==> src/rtl/core/cmd_serial_mod.sv <==
// Bit-serial restoring remainder unit, one dividend bit per cycle.
// Standalone; instantiated by chorus_modulated_delay.
`default_nettype none

module cmd_serial_mod #(
  parameter int unsigned XW = 13,
  parameter int unsigned MW = 11
) (
  input  logic          clk_i,
  input  logic          rst_ni,
  input  logic          start_i,
  input  logic [XW-1:0] x_i,
  input  logic [MW-1:0] m_i,
  output logic          busy_o,
  output logic [MW-1:0] rem_o
);

  localparam int unsigned CW = $clog2(XW + 1);

  logic [XW-1:0] x_q;
  logic [MW-1:0] m_q;
  logic [MW-1:0] r_q;
  logic [MW-1:0] r_d;
  logic [CW-1:0] cnt_q;
  logic          busy_q;
  logic [MW:0]   trial;
  logic [MW:0]   diff;

  // The partial remainder stays below the modulus, so one trial subtraction
  // per bit is enough.
  always_comb begin
    trial = {r_q, x_q[XW-1]};
    diff  = trial - {1'b0, m_q};
    r_d   = (trial >= {1'b0, m_q}) ? diff[MW-1:0] : trial[MW-1:0];
  end

  always_ff @(posedge clk_i or negedge rst_ni) begin
    if (!rst_ni) begin
      busy_q <= 1'b0;
      cnt_q  <= '0;
    end else if (start_i) begin
      busy_q <= 1'b1;
      cnt_q  <= CW'(XW);
    end else if (busy_q) begin
      cnt_q <= cnt_q - CW'(1);
      if (cnt_q == CW'(1)) begin
        busy_q <= 1'b0;
      end
    end
  end

  always_ff @(posedge clk_i) begin
    if (start_i) begin
      x_q <= x_i;
      m_q <= m_i;
      r_q <= '0;
    end else if (busy_q) begin
      x_q <= x_q << 1;
      r_q <= r_d;
    end
  end

  assign busy_o = busy_q;
  assign rem_o  = r_q;

endmodule

`default_nettype wire

==> config.mk <==
export PLATFORM = sky130hd
export DESIGN_NAME = cmd_serial_mod
export DESIGN_NICKNAME = d
export VERILOG_FILES = /design/src/rtl/core/cmd_serial_mod.sv
export SDC_FILE = /design/constraint.sdc
export NUM_CORES = 1
export LEC_CHECK = 0
export ABC_AREA = 1
export BUFFER_PORTS_ARGS = -buffer_cell sky130_fd_sc_hd__buf_2
export CAP_MARGIN = 20
export CORE_AREA = 2 2 69 71
export DETAILED_ROUTE_END_ITERATION = 12
export DIE_AREA = 0 0 71 73
export PLACE_DENSITY = 0.78
export SLEW_MARGIN = 20
export SYNTH_ARGS = -nofsm -noshare
export SYNTH_HDL_FRONTEND = slang
export SYNTH_SLANG_ARGS = --single-unit
==> constraint.sdc <==
create_clock -name clk_i -period 2.5 [get_ports clk_i]
set_clock_uncertainty 0.2 [all_clocks]
set_input_delay 0.375 -clock clk_i [delete_from_list [all_inputs] [get_ports clk_i]]
set_output_delay 0.375 -clock clk_i [all_outputs]
set_load 0.05 [all_outputs]
Yosys cells after proc, flatten, opt, wreduce, memory -nomap -nowiden
Index checks and enable logic that the tools add are counted.
Storage, ports and cells
  register bits: 40
  input bits: 27
  output and inout bits: 12
  logic and storage cells: 18
Operators by class
  add/sub/neg operators: 2
  magnitude comparators: 1
  equality and inequality tests: 1
  muxes and demuxes: 8
  reduce and logical (&&, ||, !) cells: 1
Operators by type and width (number)
  $mux 13: 2
  $ge 12x11->1: 1
  $mux 11: 1
  $sub 11x11->11: 1
  $mux 4: 2
  $eq 4x1->1 const B: 1
  $sub 4x1->4 const B: 1
  $mux 1: 3
  $reduce_bool 2->1: 1

Longest topological paths before layout
  word-level depth: 4
  depth in mapped cells: 15
  gate-level depth less buffers: 14

Worst setup path before layout
Ideal clock, no wire load.
  path type: flip-flop to flip-flop
  start point: reg r_q[0], in the netlist rem_o[0]
  end point: reg r_q[3], in the netlist rem_o[3]
  library setup time: 0.131 ns
  arrival: 2.031 ns
  data required time: 2.169 ns
  path slack: 0.138 ns
  cell stages (with the launch flop): 14
  buffers on the path: 1
  clock period less this slack: 2.362 ns
  cells stage by stage: dfxtp_1 -> inv_1 -> fa_1 -> inv_1 -> nand2_1 -> nand2_1 -> nand2_2 -> nand2_1 -> nand2_2 -> nand3_2 -> buf_6 -> nand2_1 -> nand3_2 -> o21ai_2
On the way
  longest elaborated chain between the ends: 2
  elaborated cells on any way between the ends: 3
  those cells by class: add/sub: 1; order compare: 1; mux: 1
Ends and longest elaborated chain
  start: declaration: RTL line 22  | logic [MW-1:0] r_q;
  start signal: assignment: RTL line 59  | r_q <= r_d;
  $sub 11x11->11 or $ge 12x11->1 (tied branches): RTL line 33, 34
  $mux 11 (*): RTL line 34  | r_d = (trial >= {1'b0, m_q}) ? diff[MW-1:0] : trial[MW-1:0];
Every way passes the cells marked *; elsewhere a longest branch is shown, timed or not.
A chain may end at the register's enable or synchronous reset.

Worst setup path in the final report
  start point: reg m_q[0]
  end point: reg r_q[4], in the netlist rem_o[4]
On the way
  longest elaborated chain between the ends: 2
  elaborated cells on any way between the ends: 3
  those cells by class: add/sub: 1; order compare: 1; mux: 1
Ends and longest elaborated chain
  start: declaration: RTL line 21  | logic [MW-1:0] m_q;
  start signal: assignment: RTL line 55  | m_q <= m_i;
  $sub 11x11->11 or $ge 12x11->1 (tied branches): RTL line 33, 34
  $mux 11 (*): RTL line 34
Marked as above.

==> metrics.csv <==
metric;value;unit
status;finished clean;
grt_pass1_wl;8.728;mm
power;0.003072;W
routabilityCongestion;0.9876;
r2r_setup_slack;0.21;ns
critPathCapture;rem_o[4];
slew_headroom;69.47;%
cts_buffers;5;
drtIter0Drc;193;
crit_type;flop to flop;
clock_latency;0.30;ns
root_buffer;clkbuf_8;
vias;2050;
crit_path_end_kind;flop;
io_pins;39;
rsz0062_at_grt;false;
port_buffers;38;
layout.nets;396;
grt_start_max_net_pins;24;
path_clk_slew;0.08;ns
htreeDepth;2;
dpl.hpwl;3.747;mm
yosys_warnings;0;
critical_path.max_fanout;11;
synth_cell_types;27;
finalWirelength;4.917;mm
rows;25;
ys_seq_area_share;43.76;%
die_x;71;um
cp.required;2.49;ns
die_area;5183;um^2
wl_per_cell;11.99;um
min_path_type;input pin to flop;
hold_buffers;1;
track_usage;21.34;%
synth_area_per_cell;7.783;um^2
crit_path_start_kind;flop;
cp.arrival;2.28;ns
ant_nets;0;
start_util;53.71;%
drt-pass1-iter-count;4;
maxCapViolCount;0;
critPathLaunch;m_q[0];
reg2reg_from;m_q[0];
synth_cells;313;
drc;0;
r2r_end;rem_o[4];
report.final.slew_viol_count;0;
ys_ff_latch;40;
grt_pass1_vias;2007;
viasPerCell;5.000;
fmax;436.2;MHz
cts_tree;done;
syn-num-nets;354;
place_inst;401;
cts_resized;0;
setup_viol;0;
cts.sink_count;40;
fin_cells;410;
post_cts_buffers;0;
power.leakage;1.498;nW
peakVddDrop;0.5267;mV
period_share;91.70;%
diodes;0;
worstHoldStart;m_i[4];
layout_min_cycle_time;2.293;ns
fp.dieH;73;um
powerDensity;1102;nW/um^2
final_layout_size_suffix_gt1_share;19.94;%
syn_area;2436;um^2
reg2reg_depth;12;
hold_violations;0;
tightestPinTransition;0.4562;ns
fin_setup_tns;0;ns
antenna_found_initial;0;
fp.coreArea;4536;um^2
area_delta_synth_final;14.38;%
clk_path_buf_depth;2;
grt_overflow;0;
[critical path, cell delays in order, from the launching register on]
cell	delay, ns
edfxtp_1	0.38
ha_1	0.21
fa_1	0.40
inv_1	0.12
nand2_1	0.06
nand2_1	0.10
nand2_2	0.07
nand2_1	0.07
nand2_2	0.06
nand3_2	0.24
nand2_1	0.11
nand3_1	0.09
o21ai_1	0.06
[routing by layer]
metal	wire (um)	global-route usage, %	up-vias
met5	0	0	-
li1	-	-	1065
met3	245	4.144	10
met2	2423	37.38	59
met4	103	9.015	0
met1	2145	25.75	916
[cell type report]
type	count	area, um^2
flip-flops and latches	40	1066
inverters	60	225.2
well taps	54	67.56
clock buffers	5	68.82
fillers	396	1749
repair buffers	44	237.7
multi-input cells	204	1075
clock inverters	3	46.29
[flip-flops by register name, indices dropped and copies added, names as in the netlist]
signal  count
x_q        13
rem_o      11
m_q        11
cnt_q       4
busy_o      1
[worst min-delay path by stage]
| stage | endpoint | cells past startpoint |
|---|---|---|
| after floorplan | busy_o | 0 |
| after global placement | cnt_q[2] | 1 |
| after detailed placement | cnt_q[2] | 1 |
| after CTS | m_q[2] | 1 |
| after global routing | m_q[1] | 1 |
| final | m_q[4] | 1 |
[through the flow]
step | hold WS, ns | utilization [%] | setup slack (ns) | cell area (um^2)
floorplan | -0.1206 | - | 0.1382 | 2436
global placement | -0.004633 | 58.68 | 0.3300 | 2661
detailed placement | -0.004878 | 58.68 | 0.2587 | 2661
finish | 0.04616 | 61.43 | 0.2075 | 2786
global route | 0.03634 | 61.43 | 0.04603 | 2786
CTS | 0.04074 | 61.43 | 0.2427 | 2786
[cell usage in the layout, fill, tap and decap left out, drive strengths merged, types with 6 or more instances in the layout]
cell    instances
buf            43
dfxtp          11
a21oi           6
edfxtp         24
nand3          27
o21ai           9
nand4          14
ha             13
inv            61
nand2         114
nor2           14
[power by group]
part           total (W)  internal (W)  switching (W)
sequential      0.000912      0.000824      0.0000888
clock           0.000543      0.000301       0.000242
combinational    0.00162      0.000524        0.00109
total            0.00307       0.00165        0.00142
[cells by family after synthesis]
kind of cell	synth area share (%)
and+or+nand+nor	31.90
AOI/OAI and AO/OA	3.646
DFF	43.76
adders and majority gates	7.499
xor gates and xnor gates	1.079
buffers and inverters	12.12
[synth_stat cells, drive strengths merged]
cell | instances | area [um^2]
dfxtp | 11 | 220.2
buf | 7 | 62.56
dfrtp | 5 | 125.1
clkbuf | 2 | 7.510
a21oi | 6 | 33.78
o22ai | 1 | 6.260
edfxtp | 24 | 720.7
ha | 13 | 162.7
nand2 | 114 | 445.4
nor2 | 14 | 55.06
or2 | 1 | 6.260
fa | 1 | 20.02
xor2 | 3 | 26.28
nand3 | 27 | 175.2
nor3b | 1 | 7.510
nand4 | 14 | 87.58
inv | 60 | 225.2
o21ai | 9 | 48.79
(Power assumes the default switching activity.)
