--- src/rtl/core/cmd_serial_mul.sv ---
// Bit-serial unsigned shift-and-add multiplier, one multiplier bit per cycle.
// Standalone; instantiated by chorus_modulated_delay.
`default_nettype none

module cmd_serial_mul #(
  parameter int unsigned AW = 24,
  parameter int unsigned BW = 16
) (
  input  logic             clk_i,
  input  logic             rst_ni,
  input  logic             start_i,
  input  logic [AW-1:0]    a_i,
  input  logic [BW-1:0]    b_i,
  output logic             busy_o,
  output logic [AW+BW-1:0] prod_o
);

  localparam int unsigned CW = $clog2(BW + 1);

  logic [AW+BW-1:0] acc_q;
  logic [AW+BW-1:0] acc_d;
  logic [AW-1:0]    mcand_q;
  logic [CW-1:0]    cnt_q;
  logic             busy_q;
  logic [AW:0]      sum;
  logic [AW+BW:0]   shifted;

  // The upper half collects partial sums while the multiplier drains from
  // the lower half, least significant bit first.
  always_comb begin
    sum     = {1'b0, acc_q[AW+BW-1:BW]} + (acc_q[0] ? {1'b0, mcand_q} : '0);
    shifted = {sum, acc_q[BW-1:0]} >> 1;
    acc_d   = shifted[AW+BW-1:0];
  end

  always_ff @(posedge clk_i or negedge rst_ni) begin
    if (!rst_ni) begin
      busy_q <= 1'b0;
      cnt_q  <= '0;
    end else if (start_i) begin
      busy_q <= 1'b1;
      cnt_q  <= CW'(BW);
    end else if (busy_q) begin
      cnt_q <= cnt_q - CW'(1);
      if (cnt_q == CW'(1)) begin
        busy_q <= 1'b0;
      end
    end
  end

  always_ff @(posedge clk_i) begin
    if (start_i) begin
      acc_q   <= {{AW{1'b0}}, b_i};
      mcand_q <= a_i;
    end else if (busy_q) begin
      acc_q <= acc_d;
    end
  end

  assign busy_o = busy_q;
  assign prod_o = acc_q;

endmodule

`default_nettype wire

--- config.mk ---
export PLATFORM = sky130hd
export DESIGN_NAME = cmd_serial_mul
export DESIGN_NICKNAME = d
export VERILOG_FILES = /design/src/rtl/core/cmd_serial_mul.sv
export SDC_FILE = /design/constraint.sdc
export NUM_CORES = 1
export LEC_CHECK = 0
export BUFFER_PORTS_ARGS = -buffer_cell sky130_fd_sc_hd__buf_2
export CORE_MARGIN = 10
export CORE_UTILIZATION = 55
export CTS_BUF_LIST = sky130_fd_sc_hd__clkbuf_16
export CTS_CLUSTER_DIAMETER = 60
export DETAILED_ROUTE_END_ITERATION = 6
export HOLD_SLACK_MARGIN = 0.12
export MAX_ROUTING_LAYER = met4
export PLACE_DENSITY_LB_ADDON = 0.12
export RECOVER_POWER = 50
export SLEW_MARGIN = 40
export SYNTH_ARGS = -nofsm -noshare
export SYNTH_HDL_FRONTEND = slang
export SYNTH_SLANG_ARGS = --single-unit
--- constraint.sdc ---
create_clock -name clk_i -period 3.1 [get_ports clk_i]
set_input_delay 0 -clock clk_i [delete_from_list [all_inputs] [get_ports clk_i]]
set_output_delay 0 -clock clk_i [all_outputs]
set_load 0.05 [all_outputs]
# --- After elaboration in Yosys (flattened, before gate mapping) ---
# Cells that the tools add are included.
op_classes:
  muxes: 8
  eq_ne: 1
  addsub: 2
  reduce_logical: 1
op_table:
  columns: ["operator", "n"]
  rows:
  - ["$mux W16", 2]
  - ["$add A24 B24 Y25", 1]
  - ["$mux W24", 1]
  - ["$mux W5", 2]
  - ["$eq A5 B1 Y1 const B", 1]
  - ["$sub A5 B1 Y5 const B", 1]
  - ["$mux W1", 3]
  - ["$reduce_bool A2 Y1", 1]
totals:
  ff_bits: 70
  output_inout_bits: 41
  word_cells: 17
  in_bits: 43

# --- Longest topological paths before layout ---
# Gate-level depths: netlist (run 1).
depth:
  depth_word: 4
  mapped_depth: 10
  ltp_nobuf: 9

# --- Least setup slack after synthesis (run 1) ---
# No wires, ideal clock.
synth_timing:
  kind: "register -> register"
  start: "register acc_q[0] (netlist: prod_o[0])"
  end: "register acc_q[31] (netlist: prod_o[31])"
  path_buffers: 1
  setup_time_ns: 0.117
  required_time_ns: 2.983
  path_stages_with_launch: 11
  arrival_ns: 2.733
  path_slack_ns: 0.250
  period_less_slack_ns: 2.850
  cell_sequence: "edfxtp_1 > clkbuf_1 > and2_1 > ha_1 > fa_1 > a21o_1 > nand4_1 > a311o_1 > a21oi_1 > or3_1 > a32o_1"
synth_via:
  elab_chain_len: 2
synth_lines:
  columns: ["item", "line_no", "text"]
  rows:
  - ["start: declaration", "20", "logic [AW+BW-1:0] acc_q;"]
  - ["start signal: assignment", "53", "acc_q <= {{AW{1'b0}}, b_i};"]
  - ["$mux W24", "31", "sum = {1'b0, acc_q[AW+BW-1:BW]} + (acc_q[0] ? {1'b0, mcand_q} : '0);"]
  - ["$add A24 B24 Y25", "31", null]
# No other way between the ends.
# A chain may end at the register's enable or synchronous reset.

# --- Final worst setup path (run 1) ---
layout_timing:
  start: "register acc_q[0] (netlist: prod_o[0])"
  end: "register acc_q[34] (netlist: prod_o[34])"
# Same word-level chain as after synthesis.

==> flow_summary.json, run 1 <==
{
  "routed_via_density": 5.73,
  "leakagePower_nw": 2.21,
  "hold_viol_final": 0,
  "synth_largest_area_cell": "edfxtp_1",
  "rows": 31,
  "yosys.cell_types.count": 69,
  "synth_top_area_share_pct": 29.2,
  "cts-root-buf": "clkbuf_16",
  "pwr-share-clk_pct": 22.3,
  "rsz0062_at_grt": "false",
  "max_freq_ghz": 0.363,
  "min_path_type": "in -> reg",
  "skew_ns": 0.00686,
  "worst_pin_slew_ns": 1.16,
  "fin_tns_setup_ns": 0,
  "post_route_cells_drive_above_1_share_pct": 17.5,
  "drc": 0,
  "syn_to_final_growth_pct": 27.9,
  "async_flop_share_pct": 8.57,
  "report.power.total_mw": 4.17,
  "post_drt_wl_per_cell_um": 18.0,
  "clock_latency_ns": 0.33,
  "stdcell_area_sq_um": 5260,
  "p_per_area_nw_per_um2": 794,
  "syn_area_per_cell_sq_um": 10.6,
  "finalCritPeriodShare_pct": 89.0,
  "firstDrtPassIters": 4,
  "synth_ff_type": "edfxtp_1",
  "grt-ovfl-total": 0,
  "yosysMostFrequentCell": "edfxtp_1",
  "vias": 3550,
  "synth_edf_count": 40,
  "drt-total-wl_um": 11200,
  "fin_nets": 586,
  "syn_inst": 389,
  "grt_usage_pct": 20.1,
  "required_ns": 3.27,
  "cts.repair.resized": 0,
  "diodes": 0,
  "ys_top_cells_by_area": "edfxtp_1, dfxtp_1, ha_1, mux2_2, and2_1",
  "internal_power_mw": 2.36,
  "portBuffers": 83,
  "setup.worst_path.start_class": "flip-flop",
  "synth_seq_area_share_pct": 44.6,
  "drt_iter0_markers": 236,
  "p_comb_share_pct": 45.0,
  "vdd_drop_max_mv": 0.464,
  "grt_pass1_wl_um": 18000,
  "setup_violations": 0,
  "cp.arrival_ns": 2.93,
  "synth_seq_cells": 70,
  "cp_max_fo": 9,
  "crit_type": "reg -> reg",
  "path_clk_slew_ns": 0.06,
  "pin_count": 84,
  "nFillCells": 584,
  "cts_inserted_buffers": 9,
  "worst_setup_path_end_kind": "flip-flop",
  "synth_area_sq_um": 4110,
  "finalMaxSlewViolations": 0,
  "h-tree-depth": 3,
  "ant_nets": 0,
  "ys_warn_count": 0,
  "dieArea_sq_um": 11300,
  "die-height_um": 106,
  "start_util_pct": 56.7,
  "p_seq_share_pct": 32.7,
  "die_width_um": 106,
  "switching_power_mw": 1.82,
  "gp_congestion": 0.898,
  "final-instance-count-excl-fill": 620,
  "maxCapViolCount": 0,
  "power.share.switching_pct": 43.5,
  "status": "finished, final reports clean",
  "clock_sinks": 70,
  "core-area_sq_um": 7250,
  "cts_tree": "built",
  "slew_headroom_pct": 22.5,
  "grt_start_max_net_pins": 49,
  "dpl.cell_count": 559,
  "placed_cell_area_sq_um": 4600,
  "synth_top_cells_by_count": "edfxtp_1, ha_1, and2_1",
  "antenna_found_initial": 0,
  "period_minus_slack_ns": 2.76,
  "syn_nets": 459,
  "dpl.hpwl_um": 7620,
  "grt_pass1_vias": 3673,
  "ctsLongestPathBuffers": 2
}
==> sequential cells by signal, summed over array words and instances (netlist names) <==
name     flops
cnt_q        5
busy_o       1
mcand_q     24
prod_o      40
==> critical path: stages, from the launching register on <==
cell and delay [ns]:
edfxtp_1 0.44, buf_4 0.20, and2_1 0.14, ha_1 0.36, and4_1 0.30, a21o_1 0.21
or2_2 0.31, o211ai_1 0.27, mux2i_1 0.21, o311ai_0 0.16
==> cells in the final DEF (no fill, tap or decap), types with 9 or more instances in the layout <==
cell            n
nand3_1        12
o21ai_0        10
nor2_1         24
or3_1          10
mux2_2         16
clkbuf_16       9
ha_1           26
a21oi_1        24
dlygate4sd3_1  43
buf_2          42
nand2_1        18
and2_1         25
a21o_1         10
clkbuf_1       41
nand2b_1        9
edfxtp_1       40
inv_1          10
dfxtp_1        24
==> power groups by stage <==
stage                     combinational [mW]  clock (mW)  sequential (mW)
final                                   1.88       0.929             1.37
after global routing                    2.03       0.974             1.39
after CTS                               1.90       0.938             1.36
after detailed placement                1.85           0             1.38
after global placement                  1.82           0             1.37
after floorplan                        0.951           0             1.86
==> per-stage QoR <==
stage          util [%]  setup WS, ns  hold slack (ns)
4_1_cts            73.0         0.161            0.366
2_1_floorplan         -         0.250           -0.296
6_report           72.5         0.342            0.375
3_5_place_dp       63.4         0.178           -0.169
5_1_grt            72.5         0.215            0.387
3_3_place_gp       63.4         0.252           -0.171
==> final timing paths <==
kind / from / endpoint / depth (start not counted) / slack [ns]
worst max-delay path: prod_o[0] / prod_o[34] / 9 / 0.34
worst min-delay path: a_i[20] / mcand_q[20] / 2 / 0.37
worst max register to register: prod_o[0] / prod_o[34] / 9 / 0.34
worst min register to register: prod_o[26] / prod_o[26] / 2 / 0.50
max in group asynchronous: rst_ni / cnt_q[4] / 3 / 2.28
min in group asynchronous: rst_ni / cnt_q[1] / 3 / 0.60
==> cell type report <==
type,count,area (sq um),share of cell area [%]
clock buffer,9,225,4.28
inverter,9,33.8,0.643
clock inverter,7,43.8,0.833
sequential,70,1830,34.8
multi-input combinational,292,2150,40.8
tap,99,124,2.36
timing repair buffer,134,852,16.2
==> kinds of logic (layout without fill, tap and decap cells) <==
logic type	after synthesis	after routing	synth area share, %
xor+xnor	10	10	2.13
mux	22	22	5.84
buf+inv	27	159	3.20
flops	70	70	44.6
simple gates	128	128	17.2
compound gates	105	105	18.7
fa+ha+maj	27	27	8.40
==> what timing repair did <==
action,in CTS,in global routing
hold buffers,43,0
buffers inserted,0,2
endpoints found under the hold margin,54,0
setup endpoints to repair,0,2
==> metal layers <==
| layer | GRT usage, % | wire, um |
|---|---|---|
| met2 | 34.1 | 5710 |
| met3 | 3.93 | 526 |
| met4 | 6.87 | 197 |
| met1 | 23.4 | 4730 |
| met5 | - | 0 |
Power figures use the tool's default switching activity.
==> run 2, diff against run 1 <==
- CTS_BUF_LIST: sky130_fd_sc_hd__clkbuf_16 -> not set
- SLEW_MARGIN: 40 -> not set
==> run 2 against run 1 <==
Power fell by 7.2%. Worst setup slack got worse by 0.033 ns. Non-clock buffer count did not move. Combinational power barely moved. Register-to-register slack got worse by 0.03 ns. Utilization fell by 1.4 points.
==> flow_summary.json, run 2 (same netlist as run 1, synthesis figures left out) <==
{
  "diodes": 0,
  "worstRegToRegCells": 9,
  "gp_congestion": 0.898,
  "regToRegEndpoint": "prod_o[32]",
  "antenna_found_initial": 0,
  "clock_sinks": 70,
  "skew_ns": 0.00854,
  "rows": 31,
  "post_route_cells_drive_above_1_share_pct": 17.5,
  "holdPathStages": 2,
  "grt_start_max_net_pins": 49,
  "slew_headroom_pct": 23.0,
  "fin_util_pct": 71.1,
  "pre_cts_slack_ns": 0.178,
  "pin_count": 84,
  "routed_via_density": 5.81,
  "die-height_um": 106,
  "die_width_um": 106,
  "fin_tns_setup_ns": 0,
  "cts.repair.resized": 0,
  "hold_start": "a_i[20]",
  "nFillCells": 613,
  "cp_max_fo": 9,
  "drc": 0,
  "ctsLongestPathBuffers": 2,
  "largest_reg_flops": 40,
  "grt_usage_pct": 20.2,
  "core-area_sq_um": 7250,
  "drt-total-wl_um": 11000,
  "dieArea_sq_um": 11300,
  "grt-ovfl-total": 0,
  "grt_pass1_wl_um": 18000,
  "vdd_drop_max_mv": 0.429,
  "period_minus_slack_ns": 2.79,
  "r2r_setup_slack_ns": 0.31,
  "dpl.cell_count": 559,
  "vias": 3602,
  "start_util_pct": 56.7,
  "finalCritPeriodShare_pct": 90.0,
  "setup_violations": 0,
  "layout_commonest_cell": "dlygate4sd3_1",
  "worstReg2RegStart": "prod_o[0]",
  "max_freq_ghz": 0.358,
  "required_ns": 3.33,
  "syn_to_final_growth_pct": 25.4,
  "mostFrequentLayoutCells": "dlygate4sd3_1, clkbuf_1, buf_2, edfxtp_1, ha_1",
  "grt_pass1_vias": 3646,
  "ant_nets": 0,
  "clock_latency_ns": 0.34,
  "dpl.hpwl_um": 7620,
  "path_clk_slew_ns": 0.08,
  "drt_iter0_markers": 213,
  "firstDrtPassIters": 4,
  "worst_pin_slew_ns": 1.15,
  "cts_tree": "built",
  "fin_nets": 586,
  "worst_setup_path_end_kind": "flip-flop",
  "cts-root-buf": "clkbuf_8",
  "status": "finished, final reports clean",
  "leakagePower_nw": 2.16,
  "hold_path_end": "mcand_q[20]",
  "portBuffers": 83,
  "crit_type": "reg -> reg",
  "p_per_area_nw_per_um2": 751,
  "min_path_type": "in -> reg",
  "maxCapViolCount": 0,
  "setup.worst_path.start_class": "flip-flop",
  "rsz0062_at_grt": "false",
  "fin_ws_ns": 0.309,
  "cp.arrival_ns": 3.03,
  "finalMaxSlewViolations": 0,
  "cts_inserted_buffers": 9,
  "post_drt_wl_per_cell_um": 17.8,
  "final-instance-count-excl-fill": 620,
  "h-tree-depth": 3,
  "hold_viol_final": 0
}
run 2: cell count changes in the layout (fill, tap and decap cells not counted), sizes merged:
| cell | change |
|---|---|
| inv | -1 |
| clkbuf | +1 |
run 2: critical path, stage by stage, from the launching register on:
cell      delay [ns]
edfxtp_1        0.47
buf_4           0.21
and2_1          0.14
ha_1            0.35
and4_1          0.29
a21o_1          0.21
nor3_2          0.25
a211oi_1        0.15
or3_1           0.36
a32o_1          0.25
run 2: power by group:
group	switching, mW	internal (mW)	total, mW
sequential	0.163	1.20	1.36
combinational	1.25	0.622	1.88
clock	0.350	0.287	0.637
total	1.77	2.11	3.87
run 2: metal layers:
metal  share of wire, %  up-vias  GRT usage (%)  routed length (um)
met5                  0        -              -                   0
li1                   -     1741              -                   -
met3                4.4       16           4.65                 489
met2                 51       98           34.3                5630
met1                 43     1747           23.2                4730
met4                1.8        0           6.19                 200
run 2: repair_timing:
action,in CTS,in global routing
hold buffers,43,0
endpoints found under the setup margin,0,1
setup buffers,0,2
endpoints found under the hold margin,54,0
run 2: how the worst max path moves through the flow:
stage | start | endpoint
finish | prod_o[0] | prod_o[32]
global route | prod_o[0] | prod_o[33]
CTS | prod_o[0] | prod_o[38]
detailed placement | prod_o[0] | prod_o[38]
global placement | prod_o[0] | prod_o[38]
floorplan | prod_o[0] | prod_o[31]
run 2: through the flow:
stage	hold slack, ns	power (mW)	area [sq um]
floorplan	-0.296	2.81	4110
global placement	-0.171	3.19	4600
detailed placement	-0.169	3.22	4600
CTS	0.348	3.91	5190
global route	0.358	4.12	5160
finish	0.363	3.87	5160
run 2: cell type report:
class | count | area, sq um | area share, %
repair buffers | 134 | 852 | 16.5
inverters | 9 | 33.8 | 0.655
clock inverters | 6 | 40.0 | 0.777
multi-input cells | 292 | 2150 | 41.6
well taps | 99 | 124 | 2.40
flip-flops and latches | 70 | 1830 | 35.5
clock buffers | 10 | 128 | 2.48
